==> src/rtl/assert_macros.svh <==
// Assertion macros shared by the RTL of the sorted deque.
// Needs a clock named clk and an active-low reset named arst_n in scope.
`ifndef ASSERT_MACROS_SVH
`define ASSERT_MACROS_SVH

// Property that must hold at every clock edge out of reset.
`define BSD_ASSERT(label, prop, msg) \
	label: assert property (@(posedge clk) disable iff (!arst_n) (prop)) \
		else $error(msg);

// Same-cycle implication.
`define BSD_ASSERT_IMP(label, ante, cons, msg) \
	label: assert property (@(posedge clk) disable iff (!arst_n) (ante) |-> (cons)) \
		else $error(msg);

// Next-cycle implication.
`define BSD_ASSERT_NXT(label, ante, cons, msg) \
	label: assert property (@(posedge clk) disable iff (!arst_n) (ante) |=> (cons)) \
		else $error(msg);

`endif

==> src/rtl/bsd_pkg.sv <==
// Types and operation codes for the bounded sorted deque.
// No dependencies; used by bsd_cell and bounded_sorted_deque.
`timescale 1ns / 1ps

package bsd_pkg;

	typedef enum logic [2:0] {
		OP_INS_FRONT  = 3'd0,
		OP_INS_BACK   = 3'd1,
		OP_REM_FRONT  = 3'd2,
		OP_REM_BACK   = 3'd3,
		OP_INS_SORTED = 3'd4
	} op_t;

	localparam int OP_W = 3;

	// Lowest field in the lowest bits, same layout as the stream data.
	typedef struct packed {
		logic [31:0]        grade_three;
		logic [31:0]        grade_two;
		logic [31:0]        grade_one;
		logic [47:0]        name_d;
		logic [63:0]        name_c;
		logic [63:0]        name_b;
		logic [63:0]        name_a;
		logic signed [31:0] key;
	} record_t;

	localparam int REC_W = $bits(record_t);

	// Broadcast to every cell.
	typedef struct packed {
		logic upd;
		op_t  op;
	} cell_cmd_t;

endpackage

==> src/rtl/bsd_cell.sv <==
// One slot of the deque: a record, its valid bit and the shift/insert steering.
// Depends on bsd_pkg.
`timescale 1ns / 1ps

module bsd_cell import bsd_pkg::*; (
	input  logic      clk,
	input  logic      arst_n,
	input  cell_cmd_t cmd,
	input  record_t   new_rec,
	input  record_t   left_rec,
	input  logic      left_valid,
	input  logic      left_stay,
	input  record_t   right_rec,
	input  logic      right_valid,
	output record_t   rec,
	output logic      valid,
	output logic      stay,
	output logic      is_last
);

	record_t rec_q;
	logic    valid_q;
	logic    key_lt;

	assign key_lt  = $signed(rec_q.key) < $signed(new_rec.key);
	// a cell keeps its record only if every cell in front of it does too
	assign stay    = valid_q & left_stay & ((cmd.op == OP_INS_BACK) |
		((cmd.op == OP_INS_SORTED) & key_lt));
	assign is_last = valid_q & ~right_valid;
	assign rec     = rec_q;
	assign valid   = valid_q;

	always_ff @(posedge clk or negedge arst_n) begin
		if (!arst_n) begin
			valid_q <= 1'b0;
		end else if (cmd.upd) begin
			case (cmd.op)
				OP_INS_FRONT, OP_INS_BACK, OP_INS_SORTED: begin
					if (!stay) begin
						valid_q <= left_stay ? 1'b1 : left_valid;
					end
				end
				OP_REM_FRONT: valid_q <= right_valid;
				OP_REM_BACK:  valid_q <= valid_q & right_valid;
				default:      valid_q <= valid_q;
			endcase
		end
	end

	always_ff @(posedge clk) begin
		if (cmd.upd) begin
			case (cmd.op)
				OP_INS_FRONT, OP_INS_BACK, OP_INS_SORTED: begin
					if (!stay) begin
						rec_q <= left_stay ? new_rec : left_rec;
					end
				end
				OP_REM_FRONT: rec_q <= right_rec;
				default:      rec_q <= rec_q;
			endcase
		end
	end

endmodule

==> config.mk <==
export PLATFORM = sky130hd
export DESIGN_NAME = bsd_cell
export DESIGN_NICKNAME = d
export VERILOG_FILES = /design/src/rtl/assert_macros.svh /design/src/rtl/bsd_pkg.sv /design/src/rtl/bsd_cell.sv
export SDC_FILE = /design/constraint.sdc
export NUM_CORES = 1
export LEC_CHECK = 0
export BUFFER_PORTS_ARGS = -buffer_cell sky130_fd_sc_hd__buf_4
export CORE_AREA = 2 2 577 579
export CTS_CLUSTER_DIAMETER = 200
export DETAILED_ROUTE_END_ITERATION = 8
export DIE_AREA = 0 0 579 581
export PLACE_DENSITY = 0.3
export SLEW_MARGIN = 40
export SYNTH_ARGS = -nofsm -noshare
export SYNTH_HDL_FRONTEND = slang
export SYNTH_SLANG_ARGS = --single-unit
==> constraint.sdc <==
create_clock -name clk -period 11.42 [get_ports clk]
set_input_delay 1.142 -clock clk [delete_from_list [all_inputs] [get_ports clk]]
set_output_delay 1.142 -clock clk [all_outputs]
set_load 0.01 [all_outputs]
Word-level counts from Yosys, hierarchy flattened --
Index checks and enable logic that the tools add are counted. W data, S select, Z words.
Storage, ports and cells: bits in registers 369, input port bits 1113, output and inout port bits 371, word-level logic and storage cells 34
Operators by class: order comparisons 1, eq/ne operators 5, mux-type cells 6, bitwise gates (word level) 7, reduce and logical (&&, ||, !) cells 6
Operator list (number):
- $mux W368 | 2
- $pmux W368 S2 | 1
- $lt A32 B32 Y1 | 1
- $eq A3 B2 Y1 const B | 2
- $reduce_and A3 Y1 | 2
- $and A1 B1 Y1 | 5
- $eq A3 B1 Y1 const B | 1
- $eq A3 B3 Y1 const B | 1
- $logic_not A3 Y1 | 1
- $pmux W1 S3 | 1
- $reduce_bool A3 Y1 | 1
- $reduce_or A3 Y1 | 1
- $mux W1 | 2
- $ne A2 B2 Y1 const B | 1
- $reduce_bool A2 Y1 | 1
- $not A1 Y1 | 1
- $or A1 B1 Y1 | 1

Depth between registers and ports, before layout --
depth in word-level cells 6, gate-level depth with buffers 8, mapped depth without buffers 8

Least setup slack after synthesis --
Ideal clock, no wire load.
path type in2reg, start in new_rec[31] in the netlist's numbering, end reg rec_q (netlist bit rec[0]), enable pin, setup time 0.784 ns, arrival time 10.888 ns, data required time 10.636 ns, path slack -0.252 ns, cell stages on the path 7, buffers on the path 0, path through inv_1 ha_1 nand2_2 nor4_4 nand2_1 a311oi_2 o311a_1
On the way: word-level cells in the longest chain between the ends 6
Ends and longest elaborated chain:
- start, declared | RTL line bsd_cell.sv:9 | input record_t new_rec,
- $lt A32 B32 Y1 | RTL line bsd_cell.sv:25 | assign key_lt = $signed(rec_q.key) < $signed(new_rec.key);
- $and A1 B1 Y1 | RTL line bsd_cell.sv:28 | ((cmd.op == OP_INS_SORTED) & key_lt));
- $or A1 B1 Y1 | RTL line bsd_cell.sv:27 | assign stay = valid_q & left_stay & ((cmd.op == OP_INS_BACK) |
- $and A1 B1 Y1 | RTL line bsd_cell.sv:27
- $ne A2 B2 Y1 (no line)
- $reduce_and A3 Y1 (no line)
- end signal, assigned | RTL line bsd_cell.sv:55 | rec_q <= left_stay ? new_rec : left_rec;
- end signal, assigned | RTL line bsd_cell.sv:58 | OP_REM_FRONT: rec_q <= right_rec;
- end signal, assigned | RTL line bsd_cell.sv:59 | default: rec_q <= rec_q;
- end, declared | RTL line bsd_cell.sv:21 | record_t rec_q;
Every way passes these cells. A chain may end at the register's enable or synchronous reset.

Worst setup path after layout --
start in new_rec[15] in the netlist's numbering, end reg rec_q (netlist bit rec[233]), enable pin
Same word-level chain as after synthesis.

==> results <==
- The flow ran to the end, and the final reports show no timing, DRC or antenna violations.
- The highest-delay cell along the critical path is sky130_fd_sc_hd__buf_4.
- For this run, global-route usage on met2 was measured as ~21%.
- Setup repair after global routing left no endpoint under its margin.
- The most numerous cell type found on the critical path is sky130_fd_sc_hd__buf_4.
- The worst supply voltage drop on vdd is 0.000112 V.
- The count of flip-flops with a built-in enable after synthesis is around 370.
- The per-cell via count in the routed design is 2.76.
- The summed negative setup slack over all endpoints is 0 ns.
- The top cell type by area accounts for 56.8% of the synthesized area.
- Clock tree synthesis found a total of about 370 sinks.
- The buffer cell driving the clock tree root is sky130_fd_sc_hd__clkbuf_16.
- Traced cell by cell, the critical path runs through buf_4, inv_1, ha_1, nand4_1, nor3_1, o2111ai_1, a311oi_2, o311a_4, buf_4, buf_4.
- The post-cts resize count is 0.
- The hold violation total from the final report came to 0.
- The path class of the tightest hold or removal check is input pin to asynchronous set/reset pin.
- The count of input and output buffers is between 1000 and 1500.
- The maximum clock insertion buffer count is 3.
- The design draws 0.00461 W.
- The number of buffers and inverters on the critical path is 4.
- The fill cell total of the finished layout is roughly 38000.
- The mapped cell area is 19500 sq um.
- Across the routed clock network, the largest skew measured is 0.0599 ns.
- The cell-internal power is around 0.0032 W.
- The delay contributed by the slowest stage of the critical path is between 0.6 and 0.7 ns.
- The analysis attributes to cell leakage a power of about 15 nW.
- Dividing total power by cell area gives a power density of about 120 nW/um^2.
- The routed length per placed instance is 31.2 microns.
- In this run, post-CTS hold repair placed 0 buffers.
- The count of nets left with antenna violations once routing finished came out at 0.
- Counting distinct cell types in the post-synthesis netlist gives 35.
- The number of vias in the routed layout is approximately 21000.
- The placed standard-cell area is approximately 36000 sq um.
- The maximum operating frequency is between 200 and 250 MHz.
- Entering global routing, the biggest net connects between 100 and 150 pins.
- The level count of the clock H-tree is 2.
- The global placement routability congestion is a little under 0.9.
- By area the synthesized netlist is led by sky130_fd_sc_hd__edfxtp_1 (57%), sky130_fd_sc_hd__mux2i_1 (19%), sky130_fd_sc_hd__o21ai_0 (9.7%).
- The area of the die is 336000 sq um.
- The global routing stage identified its most utilized layer as met2.
- The first global-routing pass estimated between 200000 and 300000 microns of wire.
- The final layout contains around 4300 nets.
- The final layout contains routed wiring with a total length of 239000 microns.
- At the later pin of the worst-skew pair, clock insertion delay measures ~0.77 ns.
- The dominant synthesized flop cell is sky130_fd_sc_hd__edfxtp_1.
- TritonCTS built the clock tree.
- The final cell area excluding filler cells is about 38000 sq um.
- The global-route met3 utilization is 9.23%.
- The final count of pins violating max slew is 0.
- From bottom edge to top edge, the die measures about 580 microns.
- The worst-margin pin slew is between 0.9 and 1 ns.
- The final number of setup-violating endpoints is 0.
- The most instantiated library cell after synthesis is sky130_fd_sc_hd__nand2_1.
- The number of nets produced by synthesis is between 2000 and 3000.
- The number of antenna violations at the first check in global routing is approximately 230.
- Before CTS, the worst setup slack after placement is roughly 6.1 ns.
- The number of optimization iterations in the first detailed-route pass is 5.
- The time the final worst path needs with I/O delays and setup is between 4 and 5 ns.
- The layout-stage area growth over the synthesis result is 96.1%.
- The fraction of registers with async set/reset is less than 1%.
- The arrival time reported for the critical path endpoint is 4.80 ns.
- The dominant delay contributor by cell family on the critical path is buffers and inverters.
- The type of the worst setup path is input pin to register.
- The worst setup path is launched from an input pin.
- Cells with a size suffix above 1 make up between 50 and 60% of the layout.
- After layout, the worst setup slack is between 6 and 7 ns.
- The synthesized design contains roughly 370 register bits.
- Ranked by instance count, the synthesized netlist is headed by sky130_fd_sc_hd__nand2_1 (383), sky130_fd_sc_hd__o21ai_0 (378), sky130_fd_sc_hd__mux2i_1 (369).
- After floorplanning, the core was sized to cover ~330000 sq um.
- Once the clock tree was built, the setup fixing pass inserted 0 buffers.
- The peak fanout along the critical path is 46.
- The portion of the clock cycle consumed by the worst path in the final layout is between 30% and 40%.
- The total overflow left after global routing is 0.
- The required arrival time at the worst endpoint is roughly 12 ns.
- The sequential share of power is approximately 36%.
- The number of global-route vias before repair was ~21000.
- Clock tree synthesis inserted a total of 59 buffers.
- The library cell with the largest summed area after synthesis is sky130_fd_sc_hd__edfxtp_1.
- The global-route usage over all layers is 13.6%.
- After the first detailed-routing iteration, the DRC count stood at between 1000 and 1500.
- In this run the mean area of a mapped cell was about 11 sq um.
- The count of unresolved DRC violations after routing is 0.
- The portion of total power attributed to the clock network is about two fifths.
- After floorplanning, the core was divided into 211 placement rows.
- For this run, the number of Yosys warnings is 0.
- The post-synthesis instance total is roughly 1700.
- The sum of net half-perimeters after detailed placement is approximately 220000 microns.
- The nature of the critical path endpoint is a register.
- Per report_power, the combinational group accounts for 22.3% of the total.
- Summed over all nets, the switching power comes to about 0.0014 W.
- The met1 track demand over resource in global routing is between 10% and 20%.
- The reported max-cap violation count is 0.
- After clock tree synthesis, the clock-pin slew on the worst setup and hold paths is around 0.06 ns.
- The net switching fraction of the power is ~30%.
- For this configuration, the core starts out at a cell density of 5.90%.
- Of the synthesized area, sequential elements account for 56.9%.
- The die is between 500 and 600 microns wide.
- The number of top-level pins is ~1500.
- In this run the tightest slew margin relative to its limit is ~36%.
## cells by family after synthesis
kind of cell | count (synthesis) | synth area share (%)
compound gates | 405 | 10.7
simple gates | 404 | 8.07
mux | 369 | 19.0
flops | 369 | 56.9
buf+inv | 155 | 3.41
fa+ha+maj | 31 | 1.99
## sequential cells by signal, summed over array words and instances, names as in the netlist
| register | count |
|---|---|
| valid | 1 |
| rec | 368 |
## worst paths after layout
path	cells past startpoint	slack (ns)	startpoint	endpoint
worst max-delay path	10	6.97	new_rec[15]	rec[233]
min in group clk	3	0.66	right_rec[244]	rec[244]
max in group asynchronous	1	11.16	arst_n	valid
worst min-delay path	1	0.18	arst_n	valid
worst min register to register	2	0.80	valid	valid
worst max register to register	8	7.11	rec[15]	rec[233]
## power by group through the flow
stage	combinational [W]	clock, W	sequential (W)
3_3_place_gp	0.00106	0	0.00169
5_1_grt	0.00112	0.00205	0.00167
2_1_floorplan	0.000238	0	0.00173
4_1_cts	0.00107	0.00202	0.00166
3_5_place_dp	0.00107	0	0.00169
6_report	0.00103	0.00192	0.00166
## worst register-to-register path: cells and delay by family (launching register included)
family	cells	cell delay (ns)
simple gates	2	0.64
flops	1	0.38
fa+ha+maj	1	0.34
buf+inv	2	1.31
compound gates	3	1.16
## stage by stage
step / hold slack [ns] / std cells / util (%)
2_1_floorplan: 0.613 / 1733 / -
3_3_place_gp: 0.780 / 7490 / 10.9
3_5_place_dp: 0.787 / 7491 / 10.9
4_1_cts: 0.0746 / 7599 / 11.5
5_1_grt: 0.117 / 7604 / 11.6
6_report: 0.180 / 7637 / 11.6
## cell usage in the layout (no fill, tap or decap), drive strengths merged, types with 2 or more instances in the layout
master and count:
a21oi 16, buf 1517, bufinv 7, clkbuf 73
clkinv 22, clkinvlp 5, diode 35, edfxtp 368
ha 31, inv 34, mux2i 369, nand2 384
nand4 2, nor2 8, nor3 2, o21ai 378
o22ai 2
## layout make-up
cell class	instances	area, sq um	area share (%)
Antenna cell	35	87.6	0.229
Clock buffer	73	1530	4.01
Clock inverter	35	422	1.10
Inverter	33	124	0.324
Multi-Input combinational cell	1209	7920	20.7
Sequential cell	369	11100	29.0
Tap cell	4366	5460	14.3
Timing Repair Buffer	1517	11600	30.3
## routing by layer
layer  up-vias  part of all wire (%)
li1       9283                     -
met5         -                  0.23
met1      9938                    38
met2      1403                    44
met3       363                    16
met4        86                   2.0
Note: power is estimated with default switching activity, not from simulation.
